[src/hw/rtl/dffp_pkg.sv]
`timescale 1ns / 1ps
// Shared types, constants and digit helper for the decimal field frame parser.
package dffp_pkg;

    localparam logic [7:0] CHAR_ZERO        = 8'h30;
    localparam logic [7:0] CHAR_NINE        = 8'h39;
    localparam logic [6:0] FIELD_MAX        = 7'd99;
    localparam int         DIGIT_BASE       = 10;
    localparam logic [7:0] START_CHAR_RESET = 8'd35;

    typedef enum logic [2:0] {
        PH_HUNT = 3'd0,
        PH_CMD  = 3'd1,
        PH_SND  = 3'd2,
        PH_LEN  = 3'd3,
        PH_PAY  = 3'd4,
        PH_END  = 3'd5
    } phase_t;

    typedef enum logic [1:0] {
        KIND_PAYLOAD = 2'd0,
        KIND_ACCEPT  = 2'd1,
        KIND_REJECT  = 2'd2
    } kind_t;

    typedef struct packed {
        kind_t      kind;
        logic [6:0] command;
        logic [6:0] sender;
        logic [6:0] payload_len;
        logic [7:0] payload_byte;
        logic [6:0] byte_index;
    } result_t;

    // acc * 10 + d, saturating at 99
    function automatic logic [6:0] add_digit(input logic [6:0] acc, input logic [3:0] d);
        logic [10:0] sum;
        begin
            sum = ({4'd0, acc} << 3) + ({4'd0, acc} << 1) + {7'd0, d};
            if (sum > 11'(FIELD_MAX))
            begin
                add_digit = FIELD_MAX;
            end
            else
            begin
                add_digit = sum[6:0];
            end
        end
    endfunction

endpackage

[src/hw/rtl/decimal_field_frame_parser.sv]
`timescale 1ns / 1ps
// Start-delimited ASCII decimal frame parser, top level.
// A byte's result is registered into the output register, or the skid entry if the output is held.
// Throughput: one byte per cycle while the skid is empty; the parse step is a single pass of logic
// on the frame state registers, and a one-entry skid stage keeps input flowing while a result waits.
// Reset (rst_n, async low): hunting for start, fields cleared, start_char = '#', outputs empty.
module decimal_field_frame_parser #(
    parameter int COMMAND_DIGITS = 2,
    parameter int SENDER_DIGITS  = 2,
    parameter int LENGTH_DIGITS  = 2
) (
    input  logic       clk,
    input  logic       rst_n,
    // configuration: start character
    input  logic       cfg_wr_en,
    input  logic [7:0] cfg_wr_data,
    // byte input
    input  logic       in_valid,
    output logic       in_ready,
    input  logic [7:0] rx_byte,
    input  logic       flush,
    // result output
    output logic       out_valid,
    input  logic       out_ready,
    output logic [1:0] kind,
    output logic [6:0] command,
    output logic [6:0] sender,
    output logic [6:0] payload_len,
    output logic [7:0] payload_byte,
    output logic [6:0] byte_index
);
    import dffp_pkg::*;

    // digit counter sized for the widest field
    localparam int MAX_DIGITS_CS = (COMMAND_DIGITS > SENDER_DIGITS) ? COMMAND_DIGITS
                                                                     : SENDER_DIGITS;
    localparam int MAX_DIGITS    = (MAX_DIGITS_CS > LENGTH_DIGITS) ? MAX_DIGITS_CS
                                                                     : LENGTH_DIGITS;
    localparam int DIGIT_W       = (MAX_DIGITS > 1) ? $clog2(MAX_DIGITS) : 1;
    localparam logic [DIGIT_W:0] CMD_NEED = (DIGIT_W + 1)'(COMMAND_DIGITS);
    localparam logic [DIGIT_W:0] SND_NEED = (DIGIT_W + 1)'(SENDER_DIGITS);
    localparam logic [DIGIT_W:0] LEN_NEED = (DIGIT_W + 1)'(LENGTH_DIGITS);

    logic [7:0]         start_char_reg;
    phase_t             phase_reg, phase_next;
    logic [DIGIT_W-1:0] digit_count_reg, digit_count_next;
    logic [6:0]         command_acc_reg, command_acc_next;
    logic [6:0]         sender_acc_reg, sender_acc_next;
    logic [6:0]         length_acc_reg, length_acc_next;
    logic [6:0]         payload_count_reg, payload_count_next;

    // output register plus skid entry
    logic    out_valid_reg, out_valid_next;
    result_t out_data_reg, out_data_next;
    logic    skid_valid_reg, skid_valid_next;
    result_t skid_data_reg, skid_data_next;

    logic    in_xfer;
    logic    res_valid;
    result_t res_data;

    // phase as seen after an optional flush
    phase_t     cur_phase;
    logic       is_digit;
    logic [3:0] digit;
    logic [DIGIT_W:0] count_inc;
    logic [7:0] pay_inc;
    logic       hunt_hit;

    assign in_ready = !skid_valid_reg;
    assign in_xfer  = in_valid && in_ready;

    assign cur_phase = flush ? PH_HUNT : phase_reg;
    assign is_digit  = (rx_byte >= CHAR_ZERO) && (rx_byte <= CHAR_NINE);
    assign digit     = rx_byte[3:0];
    assign count_inc = {1'b0, digit_count_reg} + {{DIGIT_W{1'b0}}, 1'b1};
    assign pay_inc   = {1'b0, payload_count_reg} + 8'd1;
    assign hunt_hit  = (rx_byte == start_char_reg);

    // next frame state
    always_comb
    begin
        phase_next         = phase_reg;
        digit_count_next   = digit_count_reg;
        command_acc_next   = command_acc_reg;
        sender_acc_next    = sender_acc_reg;
        length_acc_next    = length_acc_reg;
        payload_count_next = payload_count_reg;
        if (flush)
        begin
            digit_count_next   = '0;
            command_acc_next   = '0;
            sender_acc_next    = '0;
            length_acc_next    = '0;
            payload_count_next = '0;
        end
        unique case (cur_phase)
            PH_CMD, PH_SND, PH_LEN:
            begin
                if (!is_digit)
                begin
                    // reject, then treat the byte as a hunting byte
                    digit_count_next   = '0;
                    command_acc_next   = '0;
                    sender_acc_next    = '0;
                    length_acc_next    = '0;
                    payload_count_next = '0;
                    phase_next         = hunt_hit ? PH_CMD : PH_HUNT;
                end
                else
                begin
                    digit_count_next = count_inc[DIGIT_W-1:0];
                    unique case (cur_phase)
                        PH_CMD:
                        begin
                            command_acc_next = add_digit(command_acc_reg, digit);
                            if (count_inc >= CMD_NEED)
                            begin
                                digit_count_next = '0;
                                phase_next       = PH_SND;
                            end
                        end
                        PH_SND:
                        begin
                            sender_acc_next = add_digit(sender_acc_reg, digit);
                            if (count_inc >= SND_NEED)
                            begin
                                digit_count_next = '0;
                                phase_next       = PH_LEN;
                            end
                        end
                        default:
                        begin
                            length_acc_next = add_digit(length_acc_reg, digit);
                            if (count_inc >= LEN_NEED)
                            begin
                                digit_count_next   = '0;
                                payload_count_next = '0;
                                phase_next = (length_acc_next == 7'd0) ? PH_END : PH_PAY;
                            end
                        end
                    endcase
                end
            end
            PH_PAY:
            begin
                payload_count_next = pay_inc[6:0];
                if (pay_inc >= {1'b0, length_acc_reg})
                begin
                    phase_next = PH_END;
                end
            end
            default:
            begin
                // hunting, or the accepting byte (also a hunting byte)
                digit_count_next   = '0;
                command_acc_next   = '0;
                sender_acc_next    = '0;
                length_acc_next    = '0;
                payload_count_next = '0;
                phase_next         = hunt_hit ? PH_CMD : PH_HUNT;
            end
        endcase
    end

    // result of this byte
    always_comb
    begin
        res_valid             = 1'b0;
        res_data.kind         = KIND_PAYLOAD;
        res_data.command      = command_acc_reg;
        res_data.sender       = sender_acc_reg;
        res_data.payload_len  = length_acc_reg;
        res_data.payload_byte = 8'd0;
        res_data.byte_index   = 7'd0;
        unique case (cur_phase)
            PH_CMD, PH_SND, PH_LEN:
            begin
                if (!is_digit)
                begin
                    res_valid     = 1'b1;
                    res_data.kind = KIND_REJECT;
                end
            end
            PH_PAY:
            begin
                res_valid             = 1'b1;
                res_data.payload_byte = rx_byte;
                res_data.byte_index   = payload_count_reg;
            end
            PH_END:
            begin
                res_valid     = 1'b1;
                res_data.kind = KIND_ACCEPT;
            end
            default:
            begin
                res_valid = 1'b0;
            end
        endcase
    end

    // output register / skid steering
    always_comb
    begin
        out_valid_next  = out_valid_reg;
        out_data_next   = out_data_reg;
        skid_valid_next = skid_valid_reg;
        skid_data_next  = skid_data_reg;
        if (!out_valid_reg || out_ready)
        begin
            if (skid_valid_reg)
            begin
                out_valid_next  = 1'b1;
                out_data_next   = skid_data_reg;
                skid_valid_next = in_xfer && res_valid;
                skid_data_next  = res_data;
            end
            else
            begin
                out_valid_next = in_xfer && res_valid;
                out_data_next  = res_data;
            end
        end
        else if (in_xfer && res_valid)
        begin
            skid_valid_next = 1'b1;
            skid_data_next  = res_data;
        end
    end

    always_ff @(posedge clk or negedge rst_n)
    begin
        if (!rst_n)
        begin
            start_char_reg    <= START_CHAR_RESET;
            phase_reg         <= PH_HUNT;
            digit_count_reg   <= '0;
            command_acc_reg   <= '0;
            sender_acc_reg    <= '0;
            length_acc_reg    <= '0;
            payload_count_reg <= '0;
            out_valid_reg     <= 1'b0;
            skid_valid_reg    <= 1'b0;
        end
        else
        begin
            if (cfg_wr_en)
            begin
                start_char_reg <= cfg_wr_data;
            end
            if (in_xfer)
            begin
                phase_reg         <= phase_next;
                digit_count_reg   <= digit_count_next;
                command_acc_reg   <= command_acc_next;
                sender_acc_reg    <= sender_acc_next;
                length_acc_reg    <= length_acc_next;
                payload_count_reg <= payload_count_next;
            end
            out_valid_reg  <= out_valid_next;
            skid_valid_reg <= skid_valid_next;
        end
    end

    // payload registers, no reset
    always_ff @(posedge clk)
    begin
        out_data_reg  <= out_data_next;
        skid_data_reg <= skid_data_next;
    end

    assign out_valid    = out_valid_reg;
    assign kind         = out_data_reg.kind;
    assign command      = out_data_reg.command;
    assign sender       = out_data_reg.sender;
    assign payload_len  = out_data_reg.payload_len;
    assign payload_byte = out_data_reg.payload_byte;
    assign byte_index   = out_data_reg.byte_index;

endmodule

[config.mk]
export PLATFORM = sky130hd
export DESIGN_NAME = decimal_field_frame_parser
export DESIGN_NICKNAME = d
export VERILOG_FILES = /design/src/hw/rtl/dffp_pkg.sv /design/src/hw/rtl/decimal_field_frame_parser.sv
export SDC_FILE = /design/constraint.sdc
export NUM_CORES = 1
export LEC_CHECK = 0
export BUFFER_PORTS_ARGS = -buffer_cell sky130_fd_sc_hd__clkbuf_2
export CAP_MARGIN = 5
export CELL_PAD_IN_SITES_DETAIL_PLACEMENT = 0
export CELL_PAD_IN_SITES_GLOBAL_PLACEMENT = 1
export CORE_UTILIZATION = 40
export CTS_CLUSTER_SIZE = 30
export DETAILED_ROUTE_END_ITERATION = 10
export PLACE_DENSITY_LB_ADDON = 0.1
export SYNTH_ARGS = -nofsm -noshare
export SYNTH_HDL_FRONTEND = slang
export SYNTH_SLANG_ARGS = --single-unit
[constraint.sdc]
create_clock -name clk -period 4.4 [get_ports clk]
set_input_delay 0.88 -clock clk [delete_from_list [all_inputs] [get_ports clk]]
set_output_delay 0.88 -clock clk [all_outputs]
set_load 0.02 [all_outputs]
# Word-level counts from Yosys, hierarchy flattened
# Cells that the tools add are included.
[word_totals]
register_bits = 118
input_bits = 22
output_inout_bits = 40
wordCells = 110
[op_classes]
add_sub_neg = 8
n_lt_le_gt_ge = 7
n_eq_ne = 10
mux = 50
n_reduce_logical = 14
[ops]
columns = ["cell", "n"]
rows = [
  ["38-bit two-way mux", 4],
  ["7-bit two-way mux", 19],
  ["7-bit one-hot mux with 2 select lines", 4],
  ["10-bit by 8-bit adder with 11-bit output", 3],
  ["11-bit by 4-bit adder with 11-bit output", 3],
  ["11-bit by 7-bit greater-than comparator with 1-bit output, second input constant", 3],
  ["3-bit two-way mux", 6],
  ["15-bit two-way mux", 1],
  ["3-bit one-hot mux with 2 select lines", 2],
  ["1-bit two-way mux", 10],
  ["7-bit by 1-bit adder with 8-bit output, second input constant", 1],
  ["8-bit == test", 1],
  ["8-bit by 6-bit >= comparator with 1-bit output, second input constant", 1],
  ["8-bit by 7-bit >= comparator with 1-bit output", 1],
  ["8-bit by 6-bit less-or-equal comparator with 1-bit output, second input constant", 1],
  ["7-bit zero test", 1],
  ["3-bit by 2-bit == test with 1-bit output, second input constant", 2],
  ["3-bit == test, second input constant", 2],
  ["2-bit inequality test, second input constant", 3],
  ["1-bit one-hot mux with 2 select lines", 2],
  ["2-bit one-hot mux with 2 select lines", 1],
  ["2-bit AND reduction", 2],
  ["2-bit OR reduction", 2],
  ["3-bit by 1-bit == test with 1-bit output, second input constant", 1],
  ["10 further kinds", 13],
]

# Longest topological paths before layout
[logic_depth]
depth_word = 13
mapped_depth = 10
mapped_depth_nobuf = 10

# Worst setup path before layout
# No wires, ideal clock.
[synth_path]
path_type = "input -> register"
startpoint = "in rx_byte[3]"
endpoint = "reg command_acc_reg[1]"
setup_ps = 135
arrival_ps = 3262
required_ps = 4265
slack_ps = 1003
path_stages = 10
n_path_buf = 0
path_cell_list = "inv_1 > fa_1 > inv_1 > fa_1 > a21o_1 > or4_1 > o311a_1 > a21o_1 > o221ai_1 > o21ai_1"
[synth_between]
elab_chain_len = 6
word_cells_on_any_way = 9
cone_classes = "add/sub (1); order compare (3); mux (4); reduce/logical (1)"
[synth_lines]
columns = ["item", "line_no", "source"]
rows = [
  ["from (decl)", "decimal_field_frame_parser.sv:20", "input logic [7:0] rx_byte,"],
  ["11-bit by 4-bit adder with 11-bit output", "dffp_pkg.sv:39", "sum = ({4'd0, acc} << 3) + ({4'd0, acc} << 1) + {7'd0, d};"],
  ["11-bit by 7-bit greater-than comparator with 1-bit output", "dffp_pkg.sv:40", "if (sum > 11'(FIELD_MAX))"],
  ["7-bit two-way mux", "dffp_pkg.sv:40", ""],
  ["7-bit two-way mux", "decimal_field_frame_parser.sv:113", "unique case (cur_phase)"],
  ["7-bit two-way mux (*)", "decimal_field_frame_parser.sv:100", "if (!is_digit)"],
  ["7-bit one-hot mux with 2 select lines (*)", "decimal_field_frame_parser.sv:97", "unique case (cur_phase)"],
  ["to (signal assigned)", "decimal_field_frame_parser.sv:256", "command_acc_reg <= command_acc_next;"],
  ["to (decl)", "decimal_field_frame_parser.sv:47", "logic [6:0] command_acc_reg, command_acc_next;"],
]
# Mark *: on every way between the ends. The rest lies on a longest branch, timed or not.
# A chain may end at the register's enable or synchronous reset.

# Worst setup path in the final report
# Ends and elaborated chain as after synthesis.

==> impl_summary.log <==
[metrics] cell taking the most area after synthesis: edfxtp_1
[metrics] worst skew pair latency: 410 ps
[metrics] number of endpoints failing setup at the final stage: 0
[metrics] number of antenna cells inserted: 0
[metrics] die width: 125.8 um
[metrics] simple-gate share of the synthesized area: 0.1116
[metrics] initial antenna violation count: 0
[metrics] clock buffers created by TritonCTS: 17
[metrics] TritonCTS clock tree: done
[metrics] outcome: finished, final reports clean
[metrics] setup bufs post-CTS: 0
[metrics] clock input transition at the sequential cells of the worst setup and hold paths: 50 ps
[metrics] CP Launch Type: input port
[metrics] H-tree depth reported by CTS: 4
[metrics] logic depth of the worst register-to-register path: 10
[metrics] net count after synthesis: 561
[metrics] Leak: 3.303 nW
[metrics] maximum buffer depth of the clock tree: 2
[metrics] Relative slew margins: 0.2992
[metrics] post-synthesis share of cell area spent on full adders, half adders and majority gates: 0.1155
[metrics] Required @ worst endpoint: 4670 ps
[metrics] max reg flops: 38
[metrics] ys async rst share: 0.3559
[metrics] Final Hold Vio Count: 0
[metrics] placeable core region: 14750 um2
[metrics] mux share of post-synthesis cell area: 0.06796
[metrics] power density relative to cell area: 380.4 nW/um2
[metrics] average via count per standard cell: 5.296
[metrics] detail-routed net length per standard cell: 17.46 um
[metrics] Site Rows: 44
[metrics] post-synthesis cell count: 486
[metrics] Initial DRT Pass Iterations: 4
[metrics] die area: 15830 um2
[metrics] actual slew at the worst max-slew pin: 1037 ps
[metrics] sequential area share after synthesis: 0.5443
[metrics] prevailing post-synth register cell: edfxtp_1
[metrics] placer's final routability congestion estimate: 0.8138
[metrics] DRT antenna net count: 0
[metrics] number of max-capacitance violations reported: 0
[metrics] FILL cells: 1318
[metrics] worst vdd ir: 0.2714 mV
[metrics] number of instances resized during post-cts repair: 0
[metrics] cell area after synthesis: 6131 um2
[metrics] Worst Path Class, Setup: input port to flip-flop
[metrics] IO Port Bufs: 61
[metrics] post-route DRC violation count: 0
[metrics] element type at the critical path end: flip-flop
[metrics] total number of vias: 3993
[metrics] kind of path behind the tightest hold check: flip-flop to flip-flop
[metrics] global-route usage over all layers: 0.1781
[metrics] top cells by area in the synthesized netlist: edfxtp_1 (37%), dfrtp_1 (16%), ha_1 (9.6%)
[metrics] biggest fanout along the worst timing path: 5
[metrics] register bit total from synthesis: 118
[metrics] number of hold buffers added after CTS: 0
[metrics] die extent in y: 125.8 um
[metrics] cell at the root of the clock tree: clkbuf_16
[metrics] Initial Util: 0.4155
[metrics] nets@finish: 632
[metrics] crit path DAT: 3610 ps
[metrics] share of layout cells above drive strength 1: 0.2632
[metrics] accumulated negative setup slack: 0 ps
[metrics] setup repair after global routing missed its margin: no
[metrics] Remaining Overflow, GRT: 0
[metrics] most frequent cells after synthesis: edfxtp_1 (76), ha_1 (47), dfrtp_1 (39), nand2_1 (38), mux2_2 (36)
[metrics] sum of net half-perimeters after detailed placement: 9287 um
[metrics] count of different cell masters after synthesis: 66
[metrics] main combinational cell family by area after synthesis: adder cells
[metrics] CTS sink cnt: 118
[metrics] area share of the largest cell type after synthesis: 0.3722
[metrics] crit path time final: 3343 ps
[metrics] final critical-path share of the clock period: 0.7598
[metrics] total of warnings raised by yosys: 0
[metrics] synthesized area per cell: 12.61 um2
[metrics] pin count of the biggest net entering global routing: 43
[metrics] Cells on Worst Hold Path: 1
[metrics] xor/xnor share of the synthesized area: 0.02857
[metrics] number of DRC markers after the initial detailed-route iteration: 318
[metrics] Final Skew: 7.436 ps
[metrics] Synth-to-Final Area Change: 19.06%
[metrics] I/O pin count: 62
[metrics] share of the core filled with cells: 0.4947
[metrics] maximum clock rate: 299.1 MHz
[metrics] max-slew violation total from the final report: 0
[metrics] fraction of the mapped netlist area in compound gates: 0.1090
[metrics] via count of the first global-routing pass: 3962
[metrics] number of enable flip-flop cells after synthesis: 76
[metrics] wire length of the first global-routing pass: 21330 um
[metrics] top-count cell post-synth: edfxtp_1
[metrics] final wirelength: 13160 um
worst max-delay path, cell delays in order:
cell and delay [ps]:
clkbuf_2 110, inv_1 180, fa_1 580, inv_1 60, fa_1 450, a21o_1 230
or4_1 470, o311a_1 160, a21o_1 220, o221ai_1 180, o21ai_1 90
cell families after synthesis:
logic type      count (synthesis)
simple gates                  125
flops                         118
compound gates                 98
fa+ha+maj                      53
mux                            37
buf+inv                        35
xor+xnor                       20
layout make-up:
cell class / instances / area [um2] / share of cell area
clock buffer: 23 / 478.0 / 0.06548
clock inverter: 9 / 171.4 / 0.02348
inverter: 21 / 78.83 / 0.01080
multi-input combinational: 333 / 2661 / 0.3646
sequential: 118 / 3337 / 0.4571
tap: 184 / 230.2 / 0.03154
timing repair buffer: 66 / 342.8 / 0.04697
path summary, 6_finish.rpt:
path	from	to	slack, ps
max	rx_byte[3]	command_acc_reg[1]	1060
max reg2reg	command_acc_reg[2]	command_acc_reg[1]	1360
max in group asynchronous	rst_n	command_acc_reg[1]	3420
min reg2reg	digit_count_reg	digit_count_reg	510
min in group asynchronous	rst_n	payload_count_reg[3]	570
min	digit_count_reg	digit_count_reg	510
metrics by stage:
stage	total power [mW]	instance area, um2	hold WS, ps	worst slack [ps]	std cells
6_report	2.777	7300	505.4	1057	754
5_1_grt	2.865	7300	542.3	887.0	754
4_1_cts	2.803	7300	508.8	1041	754
3_5_place_dp	1.286	6650	502.3	619.6	722
3_3_place_gp	1.285	6650	487.3	664.7	722
2_1_floorplan	1.249	6131	456.8	1003	486
placed cells by master (no fill, tap or decap), types with 2 or more instances in the layout:
master / count
a221o_1: 2
a22oi_1: 3
nor2_1: 22
clkbuf_1: 3
a21oi_1: 10
clkinv_2: 2
nor2b_1: 2
nand3_1: 8
xor2_1: 6
a211oi_1: 3
nand2b_1: 2
nand2_1: 38
a21o_1: 8
nand4_1: 3
o21ai_2: 2
and3_1: 4
a22o_1: 5
ha_1: 47
dfrtp_1: 39
xnor2_1: 14
o211ai_1: 2
dfstp_2: 3
buf_4: 5
nor3_1: 6
edfxtp_1: 76
clkbuf_2: 61
and2_1: 18
a32o_1: 7
or4_1: 3
o31ai_1: 4
clkbuf_16: 17
mux2_2: 36
bufinv_16: 5
o21ai_0: 30
inv_1: 20
o221ai_1: 2
o21ai_1: 9
fa_1: 6
clkbuf_8: 3
per-layer routing:
metal | global-route usage | up-vias | share of wire
met5 | 0 | - | 0
met4 | 0.07442 | 0 | 0.015
met3 | 0.03441 | 14 | 0.043
met2 | 0.2683 | 82 | 0.45
met1 | 0.2519 | 1936 | 0.49
li1 | - | 1961 | -
power by group:
group | switching [mW] | total (mW) | internal [mW]
combinational | 0.0449 | 0.0753 | 0.0303
clock | 0.467 | 1.51 | 1.05
sequential | 0.00569 | 1.19 | 1.18
total | 0.518 | 2.78 | 2.26
No activity file was read; power rests on OpenSTA's default activity.
